$ cat config.mk
export PLATFORM = sky130hd
export DESIGN_NAME = polygon_perimeter
export DESIGN_NICKNAME = d
export VERILOG_FILES = /design/src/hdl/pp_pkg.sv /design/src/hdl/polygon_perimeter.sv
export SDC_FILE = /design/constraint.sdc
export NUM_CORES = 1
export LEC_CHECK = 0
export BUFFER_PORTS_ARGS = -buffer_cell sky130_fd_sc_hd__buf_2
export CORE_MARGIN = 4
export CORE_UTILIZATION = 30
export CTS_BUF_LIST = sky130_fd_sc_hd__clkbuf_16
export CTS_CLUSTER_DIAMETER = 40
export DETAILED_ROUTE_END_ITERATION = 8
export GPL_ROUTABILITY_DRIVEN = 1
export SLEW_MARGIN = 20
export SYNTH_ARGS = -nofsm -noshare
export SYNTH_HDL_FRONTEND = slang
export SYNTH_SLANG_ARGS = --single-unit
export TNS_END_PERCENT = 100
$ cat constraint.sdc
create_clock -name clk -period 14.75 [get_ports clk]
set_input_delay 0.7375 -clock clk [delete_from_list [all_inputs] [get_ports clk]]
set_output_delay 0.7375 -clock clk [all_outputs]
set_load 0.02 [all_outputs]
$ cat src/hdl/pp_pkg.sv
// ---------------------------------------------------------------------------
// pp_pkg
// widths, step counts and state codes of the polygon perimeter block
// ---------------------------------------------------------------------------
`timescale 1ns / 1ps

package pp_pkg;

  // field widths
  localparam int COORD_BITS     = 16;
  localparam int FRAC_BITS      = 8;
  localparam int SUM_BITS       = 48;
  localparam int IN_TDATA_BITS  = 2 * COORD_BITS;
  localparam int OUT_TDATA_BITS = ((SUM_BITS + 7) / 8) * 8;

  // sum of two squared magnitudes, then the radicand with the fraction shift
  localparam int SQ_BITS   = 2 * COORD_BITS + 1;
  localparam int RAD_PAIRS = (SQ_BITS + 2 * FRAC_BITS + 1) / 2;
  localparam int RAD_BITS  = 2 * RAD_PAIRS;
  localparam int ROOT_BITS = RAD_PAIRS;
  localparam int REM_BITS  = ROOT_BITS + 2;

  // step counter covers the multiply and the root passes
  localparam int STEP_MAX  = (ROOT_BITS > COORD_BITS) ? ROOT_BITS : COORD_BITS;
  localparam int STEP_BITS = $clog2(STEP_MAX);

  // vertex count codes
  localparam logic [1:0] CNT_NONE = 2'd0;
  localparam logic [1:0] CNT_ONE  = 2'd1;
  localparam logic [1:0] CNT_MANY = 2'd2;

  // sequencer states
  typedef enum logic [4:0] {
    ST_IDLE = 5'b00001,
    ST_MUL  = 5'b00010,
    ST_ROOT = 5'b00100,
    ST_ACC  = 5'b01000,
    ST_EMIT = 5'b10000
  } state_t;

endpackage

$ cat src/hdl/polygon_perimeter.sv
// ---------------------------------------------------------------------------
// polygon_perimeter
// Euclidean perimeter of a closed polygon in fixed point, bit-serial datapath
// ---------------------------------------------------------------------------
// Usage:
//   in_*  : one vertex per transfer, x in tdata[15:0], y in tdata[31:16],
//           tlast marks the final vertex of the polygon.
//   out_* : one perimeter per polygon, 48 bits with 8 fraction bits in tdata,
//           tuser set when the running sum was clamped at its maximum.
// Sequence:
//   the first vertex of a polygon is only stored. every further vertex runs
//   one edge: shift-add squaring (one multiplier bit per cycle), restoring
//   square root (one radicand bit pair per cycle) and an accumulate step.
//   the last vertex also runs the closing edge back to the first vertex and
//   then loads the output register. a lone last vertex gives 0.
//   one vertex is in work at a time; in_tready is high only when idle.
// Reset:
//   rst_n low clears the vertex count, the sum, the clamp flag and out_tvalid.
// Stall:
//   a result waits in the output register; new vertices are still taken and
//   the next result holds back until the waiting one has been transferred.
// ---------------------------------------------------------------------------
`timescale 1ns / 1ps

module polygon_perimeter (
  input  logic                              clk,
  input  logic                              rst_n,
  // vertex input
  input  logic                              in_tvalid,
  output logic                              in_tready,
  input  logic [pp_pkg::IN_TDATA_BITS-1:0]  in_tdata,   // x_coord, y_coord
  input  logic                              in_tlast,   // last_point
  // perimeter output
  output logic                              out_tvalid,
  input  logic                              out_tready,
  output logic [pp_pkg::OUT_TDATA_BITS-1:0] out_tdata,  // perimeter
  output logic                              out_tuser   // saturated
);

  localparam int CB = pp_pkg::COORD_BITS;

  pp_pkg::state_t state_r, state_nxt;

  logic [CB-1:0]                  first_x_r, first_x_nxt, first_y_r, first_y_nxt;
  logic [CB-1:0]                  prev_x_r, prev_x_nxt, prev_y_r, prev_y_nxt;
  logic [1:0]                     count_r, count_nxt;
  logic [pp_pkg::SUM_BITS-1:0]    sum_r, sum_nxt;
  logic                           clamped_r, clamped_nxt;
  logic                           last_r, last_nxt;
  logic                           close_r, close_nxt;
  logic [pp_pkg::STEP_BITS-1:0]   step_r, step_nxt;
  logic                           out_valid_r, out_valid_nxt;

  logic [pp_pkg::SQ_BITS-1:0]     ax_r, ax_nxt, ay_r, ay_nxt;
  logic [CB-1:0]                  bx_r, bx_nxt, by_r, by_nxt;
  logic [pp_pkg::SQ_BITS-1:0]     sq_r, sq_nxt;
  logic [pp_pkg::RAD_BITS-1:0]    rad_r, rad_nxt;
  logic [pp_pkg::REM_BITS-1:0]    rem_r, rem_nxt;
  logic [pp_pkg::ROOT_BITS-1:0]   root_r, root_nxt;
  logic [pp_pkg::SUM_BITS-1:0]    out_data_r, out_data_nxt;
  logic                           out_sat_r, out_sat_nxt;

  logic                           in_xfer;
  logic [CB-1:0]                  in_x, in_y;
  logic [CB-1:0]                  opa_x, opa_y, opb_x, opb_y;
  logic [CB:0]                    diff_x, diff_y;
  logic [CB-1:0]                  mag_x, mag_y;
  logic [pp_pkg::SQ_BITS-1:0]     sq_step;
  logic [pp_pkg::REM_BITS-1:0]    rem_sh, trial;
  logic [pp_pkg::SUM_BITS:0]      sum_ext;

  assign in_tready  = (state_r == pp_pkg::ST_IDLE);
  assign in_xfer    = in_tvalid && in_tready;
  assign in_x       = in_tdata[CB-1:0];
  assign in_y       = in_tdata[2*CB-1:CB];

  assign out_tvalid = out_valid_r;
  assign out_tdata  = pp_pkg::OUT_TDATA_BITS'(out_data_r);
  assign out_tuser  = out_sat_r;

  // edge operands: new vertex against previous, or closing edge back to first
  always_comb begin
    opa_x = prev_x_r;
    opa_y = prev_y_r;
    opb_x = (state_r == pp_pkg::ST_ACC) ? first_x_r : in_x;
    opb_y = (state_r == pp_pkg::ST_ACC) ? first_y_r : in_y;
  end

  // signed differences and their magnitudes
  assign diff_x = {opb_x[CB-1], opb_x} - {opa_x[CB-1], opa_x};
  assign diff_y = {opb_y[CB-1], opb_y} - {opa_y[CB-1], opa_y};
  assign mag_x  = diff_x[CB] ? CB'(-diff_x) : diff_x[CB-1:0];
  assign mag_y  = diff_y[CB] ? CB'(-diff_y) : diff_y[CB-1:0];

  // one multiplier bit of both squares per cycle
  assign sq_step = sq_r + (bx_r[0] ? ax_r : '0) + (by_r[0] ? ay_r : '0);

  // one radicand bit pair of the root per cycle
  assign rem_sh = {rem_r[pp_pkg::REM_BITS-3:0], rad_r[pp_pkg::RAD_BITS-1 -: 2]};
  assign trial  = {root_r, 2'b01};

  // running sum with the carry as overflow
  assign sum_ext = {1'b0, sum_r} + (pp_pkg::SUM_BITS + 1)'(root_r);

  // sequencer and datapath next values
  always_comb begin
    state_nxt     = state_r;
    first_x_nxt   = first_x_r;
    first_y_nxt   = first_y_r;
    prev_x_nxt    = prev_x_r;
    prev_y_nxt    = prev_y_r;
    count_nxt     = count_r;
    sum_nxt       = sum_r;
    clamped_nxt   = clamped_r;
    last_nxt      = last_r;
    close_nxt     = close_r;
    step_nxt      = step_r;
    out_valid_nxt = out_valid_r;
    ax_nxt        = ax_r;
    ay_nxt        = ay_r;
    bx_nxt        = bx_r;
    by_nxt        = by_r;
    sq_nxt        = sq_r;
    rad_nxt       = rad_r;
    rem_nxt       = rem_r;
    root_nxt      = root_r;
    out_data_nxt  = out_data_r;
    out_sat_nxt   = out_sat_r;

    if (out_valid_r && out_tready) begin
      out_valid_nxt = 1'b0;
    end

    case (state_r)
      pp_pkg::ST_IDLE: begin
        if (in_xfer) begin
          prev_x_nxt = in_x;
          prev_y_nxt = in_y;
          last_nxt   = in_tlast;
          if (count_r == pp_pkg::CNT_NONE) begin
            first_x_nxt = in_x;
            first_y_nxt = in_y;
            count_nxt   = pp_pkg::CNT_ONE;
            if (in_tlast) begin
              state_nxt = pp_pkg::ST_EMIT;
            end
          end else begin
            count_nxt = pp_pkg::CNT_MANY;
            close_nxt = in_tlast;
            ax_nxt    = pp_pkg::SQ_BITS'(mag_x);
            ay_nxt    = pp_pkg::SQ_BITS'(mag_y);
            bx_nxt    = mag_x;
            by_nxt    = mag_y;
            sq_nxt    = '0;
            step_nxt  = pp_pkg::STEP_BITS'(CB - 1);
            state_nxt = pp_pkg::ST_MUL;
          end
        end
      end
      pp_pkg::ST_MUL: begin
        sq_nxt = sq_step;
        ax_nxt = {ax_r[pp_pkg::SQ_BITS-2:0], 1'b0};
        ay_nxt = {ay_r[pp_pkg::SQ_BITS-2:0], 1'b0};
        bx_nxt = {1'b0, bx_r[CB-1:1]};
        by_nxt = {1'b0, by_r[CB-1:1]};
        step_nxt = step_r - pp_pkg::STEP_BITS'(1);
        if (step_r == '0) begin
          rad_nxt   = pp_pkg::RAD_BITS'({sq_step, {(2 * pp_pkg::FRAC_BITS){1'b0}}});
          rem_nxt   = '0;
          root_nxt  = '0;
          step_nxt  = pp_pkg::STEP_BITS'(pp_pkg::ROOT_BITS - 1);
          state_nxt = pp_pkg::ST_ROOT;
        end
      end
      pp_pkg::ST_ROOT: begin
        rad_nxt = {rad_r[pp_pkg::RAD_BITS-3:0], 2'b00};
        if (rem_sh >= trial) begin
          rem_nxt  = rem_sh - trial;
          root_nxt = {root_r[pp_pkg::ROOT_BITS-2:0], 1'b1};
        end else begin
          rem_nxt  = rem_sh;
          root_nxt = {root_r[pp_pkg::ROOT_BITS-2:0], 1'b0};
        end
        step_nxt = step_r - pp_pkg::STEP_BITS'(1);
        if (step_r == '0) begin
          state_nxt = pp_pkg::ST_ACC;
        end
      end
      pp_pkg::ST_ACC: begin
        if (sum_ext[pp_pkg::SUM_BITS]) begin
          sum_nxt     = '1;
          clamped_nxt = 1'b1;
        end else begin
          sum_nxt = sum_ext[pp_pkg::SUM_BITS-1:0];
        end
        if (close_r) begin
          // closing edge from the last vertex back to the first
          close_nxt = 1'b0;
          ax_nxt    = pp_pkg::SQ_BITS'(mag_x);
          ay_nxt    = pp_pkg::SQ_BITS'(mag_y);
          bx_nxt    = mag_x;
          by_nxt    = mag_y;
          sq_nxt    = '0;
          step_nxt  = pp_pkg::STEP_BITS'(CB - 1);
          state_nxt = pp_pkg::ST_MUL;
        end else if (last_r) begin
          state_nxt = pp_pkg::ST_EMIT;
        end else begin
          state_nxt = pp_pkg::ST_IDLE;
        end
      end
      pp_pkg::ST_EMIT: begin
        if (!out_valid_r || out_tready) begin
          out_data_nxt  = (count_r == pp_pkg::CNT_MANY) ? sum_r : '0;
          out_sat_nxt   = (count_r == pp_pkg::CNT_MANY) && clamped_r;
          out_valid_nxt = 1'b1;
          first_x_nxt   = '0;
          first_y_nxt   = '0;
          prev_x_nxt    = '0;
          prev_y_nxt    = '0;
          count_nxt     = pp_pkg::CNT_NONE;
          sum_nxt       = '0;
          clamped_nxt   = 1'b0;
          last_nxt      = 1'b0;
          close_nxt     = 1'b0;
          state_nxt     = pp_pkg::ST_IDLE;
        end
      end
      default: begin
        state_nxt = pp_pkg::ST_IDLE;
      end
    endcase
  end

  // control and polygon state
  always_ff @(posedge clk) begin
    if (!rst_n) begin
      state_r     <= pp_pkg::ST_IDLE;
      first_x_r   <= '0;
      first_y_r   <= '0;
      prev_x_r    <= '0;
      prev_y_r    <= '0;
      count_r     <= pp_pkg::CNT_NONE;
      sum_r       <= '0;
      clamped_r   <= 1'b0;
      last_r      <= 1'b0;
      close_r     <= 1'b0;
      step_r      <= '0;
      out_valid_r <= 1'b0;
    end else begin
      state_r     <= state_nxt;
      first_x_r   <= first_x_nxt;
      first_y_r   <= first_y_nxt;
      prev_x_r    <= prev_x_nxt;
      prev_y_r    <= prev_y_nxt;
      count_r     <= count_nxt;
      sum_r       <= sum_nxt;
      clamped_r   <= clamped_nxt;
      last_r      <= last_nxt;
      close_r     <= close_nxt;
      step_r      <= step_nxt;
      out_valid_r <= out_valid_nxt;
    end
  end

  // shift registers of the serial datapath and the output register
  always_ff @(posedge clk) begin
    ax_r       <= ax_nxt;
    ay_r       <= ay_nxt;
    bx_r       <= bx_nxt;
    by_r       <= by_nxt;
    sq_r       <= sq_nxt;
    rad_r      <= rad_nxt;
    rem_r      <= rem_nxt;
    root_r     <= root_nxt;
    out_data_r <= out_data_nxt;
    out_sat_r  <= out_sat_nxt;
  end

endmodule

==> impl_metrics.csv, run 1 <==
group,metric,value,unit
run_status,status,"complete, no violations",
floorplanning,ios,88,
synth,synth_area,23800,µm²
synth,netlist_top_cells_area,"edfxtp_1, dfxtp_1, ha_1",
setup_path,cp.arrival,5020,ps
run,cap_viol_max_count,0,
synth,synth_seq_area_share,0.441,
cts,postCtsSetupBuffers,0,
cts,cts_resized,0,
sta,slew_violations,0,
floorplanning,core,78000,µm²
cts,clk_pin_slew_worst_paths,60,ps
setup_path,critPathCaptureType,"register",
floorplanning,die_x,290,µm
placement,routabilityCongestion,0.837,
sta,hold_violations,0,
synth,syn-num-nets,2762,
synth,synth_top_area_cell,"edfxtp_1",
min_path,hold_class,"primary input to register",
final_layout,n_fill_cell,7987,
cts,cts_tree,"yes",
power,ir_drop,150,µV
setup_path,crit_path_start_kind,"register",
synth,yosys_warnings,0,
placement,portBuffers,87,
synth,synthCells,2571,
setup_path,crit_required,15070,ps
global_routing,track_usage,0.133,
route,routed_wl,55.8,mm
synth,synth-edff-count,264,
final_layout,syn2layout_area_growth,14.6,%
power,p_leak,10.5,nW
global_routing,grt-ovfl-total,0,
sta,maxSlewHeadroom,0.284,
synth,async_flop_share,0,
sta,min_period_over_period,0.319,
global_routing,grtUsageMet2,0.231,
route,viasPerCell,5.00,
sta,setup_viol_count_final,0,
cts,cts-root-buf,"clkbuf_16",
cts,cts_htree_levels,2,
global_routing,grt_max_degree,87,
route,num_vias,18500,
synth,synth_commonest_cells,"nand2_1, edfxtp_1, nor2_1",
power,powerDensity,234,nW/µm²
final_layout,regArea,10500,µm²
floorplanning,fp.dieArea,83900,µm²
final_layout,post_route_cells_drive_above_1_share,0.0936,
global_routing,antenna_found_initial,0,
route,drcViolationCount,0,
sta,fin_skew,46.1,ps
synth,yosysUniqueCellTypes,81,
synth,synth_top_area_frac,0.333,
placement,dp_hpwl,38.2,mm
synth,yosys.cell_count.top_type,"nand2_1",
final_layout,multi_input_area,12500,µm²
synth,synth_seq_cells,392,
setup_path,path_max_fanout,50,
power,total_power,6.37,mW
sta,finalCriticalPeriod,4700,ps
route,initialDrtViolationCount,1164,
global_routing,busiest_layer,"met2",
cts,cts_buffers,55,
cts,cts_hold_buffers,0,
floorplanning,chipHeight,290,µm
cts,clock_tree.buffer_depth,3,
route,dr.pass1.iters,5,
sta,fin_tns_setup,0,ps
setup_path,critPathKind,"register to register",
synth,synth_flop_cell,"edfxtp_1",
cts,clkSinkCount,392,
global_routing,grtUsageMet1,0.174,
final_layout,fin_nets,2804,
floorplanning,rows,102,
sta,fmax,0.213,GHz
cts,worstSkewPairLatency,630,ps
global_routing,grt_pass1_wl,93.2,mm
route,ant_nets,0,
synth,avgSynthCellArea,9.25,µm²
global_routing,grtUsageMet3,0.0205,
route,wire_per_inst,15.1,µm
final_layout,num_antenna_cells,0,
sta,rsz0062_at_grt,"false",
sta,worst_slew_pin_slew,1070,ps
global_routing,grt_pass1_vias,18271,
floorplanning,start_util,0.305,
[registers in the layout (all words and copies together) (netlist names), 2 cells and up]
signal and flops:
ax_r 33, ay_r 33, bx_r 16, by_r 16, count_r 2, first_x_r 16
first_y_r 16, opa_x 16, opa_y 16, out_tdata 48, rad_r 34, rem_r 25
root_r 25, sq_r 33, state_r 5, step_r 5, sum_r 48
[where the power goes]
part	internal [mW]	total (mW)	switching [mW]	leakage (nW)
combinational	1.18	3.07	1.88	5.94
clock	0.833	1.40	0.562	0.969
sequential	1.74	1.91	0.170	3.57
total	3.76	6.37	2.62	10.5
[cells in the final DEF (no fill, tap or decap), types with 87 or more instances in the layout]
master,n
a21oi_1,213
and2_1,160
buf_2,87
dfxtp_1,128
edfxtp_1,264
ha_1,118
inv_1,101
nand2_1,334
nand3_1,99
nor2_1,223
o21ai_0,145
[kinds of logic (layout without fill, tap and decap cells)]
family | Yosys count | after routing | synth area share
xor gates and xnor gates | 106 | 106 | 0.0390
adders and majority gates | 154 | 154 | 0.0924
AOI/OAI and AO/OA | 660 | 660 | 0.176
muxes | 29 | 29 | 0.0125
and+or+nand+nor | 1008 | 1008 | 0.203
buffers and inverters | 222 | 311 | 0.0360
DFF | 392 | 392 | 0.441
[routing by layer]
metal	up-vias	routed length, µm	part of all wire
met2	281	26500	0.47
met1	8850	26000	0.47
li1	9291	-	-
met4	0	1100	0.020
met5	-	0	0
met3	78	2220	0.040
[worst max-delay path, cell delays in order, from the launching register on]
cell      delay, ps
dfxtp_1         360
nor3_1          310
and3b_2         220
buf_4           500
nand2_1         110
nand2_1         100
inv_1            60
fa_1            440
nand2b_1        180
a21oi_1         400
a211oi_1        160
xnor2_1         200
a2111o_1        460
and4bb_1        300
mux2i_1         220
xor2_1          230
a21oi_1         100
[per-stage QoR]
stage | worst slack, ps | cell area (µm²) | std cells | hold WS [ps] | util
finish | 10050 | 27300 | 3700 | 395 | 0.350
detailed placement | 9940 | 25300 | 3595 | 444 | 0.324
global placement | 10100 | 25300 | 3595 | 439 | 0.324
floorplan | 6520 | 23800 | 2571 | 431 | -
CTS | 9940 | 27300 | 3699 | 351 | 0.349
global route | 9610 | 27300 | 3700 | 364 | 0.350
[cell type report]
class	instances	area share
Timing Repair Buffer	109	0.0223
Sequential cell	392	0.385
Tap cell	1040	0.0477
Multi-Input combinational cell	1957	0.460
Clock inverter	47	0.0199
Inverter	98	0.0135
Clock buffer	57	0.0523
[path summary, 6_finish.rpt]
path,endpoint,slack (ps),startpoint,cells after the start
worst max-delay path,ay_r[15]$_DFFE_PP_,10050,state_r[0]$_SDFFE_PN1P_,16
worst min register to register,opa_y[8]$_SDFFE_PN0P_,450,opa_y[8]$_SDFFE_PN0P_,2
worst max register to register,ay_r[15]$_DFFE_PP_,10050,state_r[0]$_SDFFE_PN1P_,16
worst min-delay path,opa_x[8]$_SDFFE_PN0P_,390,in_tdata[8],3
Note: power is estimated with default switching activity, not from simulation.
==> inputs of run 2 (changes only) <==
clock period = 4.8 ns   (was 14.75 ns; I/O delays follow)
==> impl_metrics.csv, run 2 (same netlist as run 1, synthesis figures left out) <==
group,metric,value,unit
run_status,status,"complete, no violations",
final_layout,n_fill_cell,7873,
sta,fin_skew,21.3,ps
route,drcViolationCount,0,
setup_path,path_common_cell,"o21ai_0",
floorplanning,ios,88,
global_routing,grt_pass1_vias,18268,
final_layout,fin_nets,2851,
global_routing,grtUsageMet3,0.0195,
min_path,hold_end,"count_r[1]$_SDFFE_PN0P_",
setup_path,critical_path.top_delay_family,"compound AO/OA/AOI/OAI gates",
setup_path,regToRegSetupSlack,430,ps
cts,clock_tree.buffer_depth,3,
floorplanning,fp.dieArea,83900,µm²
floorplanning,core,78000,µm²
setup_path,path_max_fanout,18,
global_routing,grt_max_degree,132,
sta,min_period_over_period,0.910,
setup_path,cp.arrival,4690,ps
power,p_leak,10.7,nW
run,cap_viol_max_count,0,
setup_path,crit_required,5120,ps
global_routing,antenna_found_initial,0,
route,wire_per_inst,15.1,µm
global_routing,grt_pass1_wl,94.0,mm
sta,rsz0062_at_grt,"false",
sta,worst_slew_pin_slew,1000,ps
final_layout,num_antenna_cells,0,
floorplanning,start_util,0.305,
cts,cts_tree,"yes",
setup_path,critPathCaptureType,"register",
setup_path,crit_path_start_kind,"register",
global_routing,track_usage,0.134,
route,viasPerCell,5.02,
final_layout,post_route_cells_drive_above_1_share,0.0968,
placement,routabilityCongestion,0.846,
cts,cts_htree_levels,2,
final_layout,final_cell_mix,"nand2_1, edfxtp_1, nor2_1, a21oi_1, and2_1",
floorplanning,die_x,290,µm
global_routing,grt-ovfl-total,0,
setup_path,r2r_cells,13,
setup_path,reg2reg_from,"bx_r[0]$_DFFE_PP_",
placement,dp_hpwl,39.0,mm
sta,finalCriticalPeriod,4370,ps
sta,maxSlewHeadroom,0.331,
min_path,hold_class,"primary input to register",
final_layout,multi_input_area,12500,µm²
global_routing,grtUsageMet2,0.222,
global_routing,grtUsageMet1,0.184,
sta,hold_violations,0,
setup_path,startpoint,"bx_r[0]$_DFFE_PP_",
cts,cts_buffers,58,
cts,worstSkewPairLatency,610,ps
route,routed_wl,56.4,mm
route,num_vias,18805,
final_layout,regArea,10500,µm²
final_layout,stdcell_count,3747,
route,dr.pass1.iters,5,
global_routing,busiest_layer,"met2",
setup_path,critPathKind,"register to register",
final_layout,final_common_cell,"nand2_1",
setup_path,critPathMaxStageDelay,520,ps
cts,clk_pin_slew_worst_paths,60,ps
floorplanning,chipHeight,290,µm
route,ant_nets,0,
sta,fmax,0.229,GHz
min_path,whs_path_depth,4,
sta,slew_violations,0,
final_layout,syn2layout_area_growth,16.4,%
min_path,min-delay-start,"in_tvalid",
setup_path,cp.buffers_inverters,1,
cts,cts-root-buf,"clkbuf_16",
sta,setup_viol_count_final,0,
placement,dp_cells,3605,
floorplanning,rows,102,
power,total_power,19.6,mW
power,powerDensity,707,nW/µm²
sta,fin_tns_setup,0,ps
cts,clkSinkCount,392,
cts,postCtsSetupBuffers,0,
setup_path,reg2reg_to,"rad_r[46]$_DFFE_PP_",
placement,portBuffers,87,
setup_path,cp_cell_sequence,"buf_4 > and2_1 > fa_1 > ha_1 > a2111oi_0 > o21ai_0 > a21oi_1 > o211ai_1 > a211oi_2 > o31ai_1 > o21ai_0 > mux2i_1 > a31oi_1",
setup_path,critPathSlowestCell,"edfxtp_1",
power,ir_drop,797,µV
route,initialDrtViolationCount,1325,
-- run 2: cell types whose count changed in the layout (fill, tap and decap cells not counted), sizes merged --
cell and delta:
bufinv -4, clkbuf +3, buf +9, clkinvlp +2, dlygate4sd3 +35, inv +2
-- run 2: how the worst max path moves through the flow --
stage	to	cells after the start	slack (ps)
finish	rad_r[46]$_DFFE_PP_	13	430
global route	ay_r[15]$_DFFE_PP_	15	100
CTS	rad_r[46]$_DFFE_PP_	13	450
detailed placement	bx_r[13]$_DFFE_PP_	15	470
global placement	ax_r[14]$_DFFE_PP_	15	480
floorplan	ay_r[15]$_DFFE_PP_	18	510
-- run 2: worst min-delay path, cell delays in order --
cell	delay (ps)
buf_2	150
a41oi_2	130
o21ai_0	100
nor2_1	40
-- run 2: through the flow --
stage | hold slack (ps) | cell area, µm² | util | worst slack, ps
after global placement | 440 | 25400 | 0.326 | 484
after global routing | 105 | 27700 | 0.355 | 99.1
after detailed placement | 445 | 25400 | 0.326 | 466
after floorplan | 392 | 23800 | - | 509
after CTS | 63.5 | 27700 | 0.355 | 447
final | 109 | 27700 | 0.355 | 432
-- run 2: layout make-up --
type                            instances  area share
Tap cell                             1040      0.0470
Timing Repair Buffer                  153      0.0386
Clock inverter                         47      0.0151
Clock buffer                           60      0.0542
Sequential cell                       392       0.379
Inverter                               98      0.0133
Multi-Input combinational cell       1957       0.453
-- run 2: power by group --
group	total, mW	internal (mW)	switching, mW
logic	9.56	3.70	5.86
clock network	4.17	2.44	1.73
registers	5.84	5.35	0.490
total	19.6	11.5	8.08
-- run 2: what timing repair did --
item / in CTS / in global routing
endpoints found under the hold margin: 70 / 0
endpoints found under the setup margin: 0 / 3
hold buffers: 35 / 0
resized for setup: 0 / 2
-- run 2: metal layers --
layer	part of all wire	routed length, µm	vias to the layer above
met2	0.46	26100	319
met3	0.040	2280	76
met5	0	0	-
li1	-	-	9385
met1	0.48	26900	9025
met4	0.020	1110	0
==> inputs of run 3 (changes only) <==
PLACE_DENSITY = 0.43   (was default)
==> impl_metrics.csv, run 3 (same netlist as run 1, synthesis figures left out) <==
group,metric,value,unit
placement,placed_area,25400,µm²
final_layout,n_fill_cell,7863,
final_layout,multi_input_area,12500,µm²
route,dr.pass1.iters,7,
run_status,status,"complete, no violations",
run,cap_viol_max_count,0,
setup_path,startpoint,"state_r[0]$_SDFFE_PN1P_",
setup_path,critical_path.top_delay_family,"simple AND/OR/NAND/NOR gates",
setup_path,reg2reg_to,"ay_r[15]$_DFFE_PP_",
route,num_vias,19014,
power,ir_drop,846,µV
setup_path,critPathSlowestCell,"a2111o_1",
cts,clock_tree.buffer_depth,3,
sta,fin_hold_ws,114,ps
final_layout,regArea,10500,µm²
cts,clkSinkCount,392,
route,initialDrtViolationCount,1157,
setup_path,cp_cell_sequence,"nor3_1 > nand3b_1 > buf_12 > mux2i_1 > ha_1 > fa_1 > nand2b_1 > a21oi_1 > a211oi_1 > xnor2_1 > a2111o_1 > and4bb_1 > mux2i_1 > xor2_1 > a21oi_1",
route,ant_nets,0,
setup_path,critPathKind,"register to register",
global_routing,track_usage,0.150,
setup_path,path_max_fanout,37,
cts,cts_buffers,79,
floorplanning,chipHeight,290,µm
setup_path,regToRegSetupSlack,370,ps
global_routing,grt_pass1_vias,19240,
floorplanning,die_x,290,µm
placement,routabilityCongestion,0.832,
setup_path,cp-endpoint,"ay_r[15]$_DFFE_PP_",
setup_path,worst-path-stages,15,
setup_path,critPathCaptureType,"register",
route,drcViolationCount,0,
power,total_power,21.3,mW
cts,worstSkewPairLatency,610,ps
setup_path,crit_path_start_kind,"register",
global_routing,grt_max_degree,125,
floorplanning,start_util,0.305,
final_layout,final_common_cell,"nand2_1",
floorplanning,fp.dieArea,83900,µm²
cts,cts-root-buf,"clkbuf_16",
cts,cts_tree,"yes",
sta,finalCriticalPeriod,4430,ps
setup_path,cp.buffers_inverters,1,
final_layout,post_route_cells_drive_above_1_share,0.112,
floorplanning,rows,102,
sta,fin_skew,25.3,ps
route,wire_per_inst,16.4,µm
route,routed_wl,62.4,mm
sta,min_period_over_period,0.923,
global_routing,antenna_found_initial,1,
setup_path,reg2reg_from,"state_r[0]$_SDFFE_PN1P_",
power,p_leak,11.1,nW
cts,cts_htree_levels,3,
final_layout,fin_nets,2881,
floorplanning,core,78000,µm²
cts,clk_pin_slew_worst_paths,50,ps
placement,portBuffers,87,
sta,setup_viol_count_final,0,
final_layout,design_area,28600,µm²
setup_path,crit_required,5120,ps
setup_path,r2r_cells,15,
route,viasPerCell,5.01,
sta,maxSlewHeadroom,0.402,
global_routing,grt_pass1_wl,102,mm
sta,slew_violations,0,
setup_path,cp.arrival,4750,ps
sta,worst_slew_pin_slew,897,ps
setup_path,critPathMaxStageDelay,450,ps
power,powerDensity,744,nW/µm²
sta,hold_violations,0,
global_routing,grt-ovfl-total,0,
final_layout,final_cell_mix,"nand2_1, edfxtp_1, nor2_1, a21oi_1, and2_1",
min_path,hold_class,"primary input to register",
floorplanning,ios,88,
final_layout,syn2layout_area_growth,20.3,%
placement,dp_hpwl,43.4,mm
sta,fmax,0.226,GHz
run 3: timing repair:
item / in CTS / in global routing
endpoints found under the setup margin: 0 / 9
buffers inserted: 0 / 2
hold endpoints to repair: 71 / 0
hold buffers: 35 / 0
resized for setup: 0 / 2
run 3: per-layer routing:
layer	vias to the layer above	GRT usage	share of wire
met5	-	0	0
met4	0	0.0487	0.024
met1	9107	0.192	0.46
met2	329	0.258	0.48
met3	98	0.0235	0.035
li1	9480	-	-
run 3: how the worst min path moves through the flow:
stage	startpoint	endpoint	slack (ps)	cells past startpoint
after CTS	in_tvalid	count_r[1]$_SDFFE_PN0P_	70	4
after global routing	in_tvalid	count_r[1]$_SDFFE_PN0P_	120	4
after detailed placement	first_y_r[14]$_SDFFE_PN0P_	first_y_r[14]$_SDFFE_PN0P_	440	2
after global placement	opa_y[13]$_SDFFE_PN0P_	opa_y[13]$_SDFFE_PN0P_	440	2
final	in_tvalid	count_r[1]$_SDFFE_PN0P_	110	4
after floorplan	in_tdata[0]	first_x_r[0]$_SDFFE_PN0P_	390	2
run 3: worst register-to-register path, stage by stage (launching register included):
cell	delay, ps
dfxtp_1	360
nor3_1	360
nand3b_1	210
buf_12	220
mux2i_1	180
ha_1	220
fa_1	430
nand2b_1	190
a21oi_1	350
a211oi_1	160
xnor2_1	180
a2111o_1	450
and4bb_1	310
mux2i_1	230
xor2_1	220
a21oi_1	90
run 3: area by class of cell:
| type | instances | share of cell area |
|---|---|---|
| inverters | 98 | 0.0129 |
| clock inverters | 67 | 0.0279 |
| repair buffers | 162 | 0.0393 |
| clock buffers | 80 | 0.0699 |
| multi-input cells | 1957 | 0.438 |
| well taps | 1040 | 0.0455 |
| diodes | 2 | 0.000175 |
| flip-flops and latches | 392 | 0.366 |
run 3: power by group:
| part | internal (mW) | total (mW) | switching, mW | leakage (nW) |
|---|---|---|---|---|
| clock network | 3.72 | 5.75 | 2.03 | 1.39 |
| registers | 5.36 | 5.86 | 0.504 | 3.57 |
| logic | 3.72 | 9.69 | 5.97 | 6.19 |
run 3: per-stage QoR:
stage,TNS (ps),worst slack (ps),instances,util
after floorplan,0,509,2571,-
after global placement,0,390,3612,0.326
after detailed placement,0,303,3612,0.326
after CTS,0,275,3794,0.367
after global routing,-11.6,-11.6,3797,0.367
final,0,371,3798,0.367
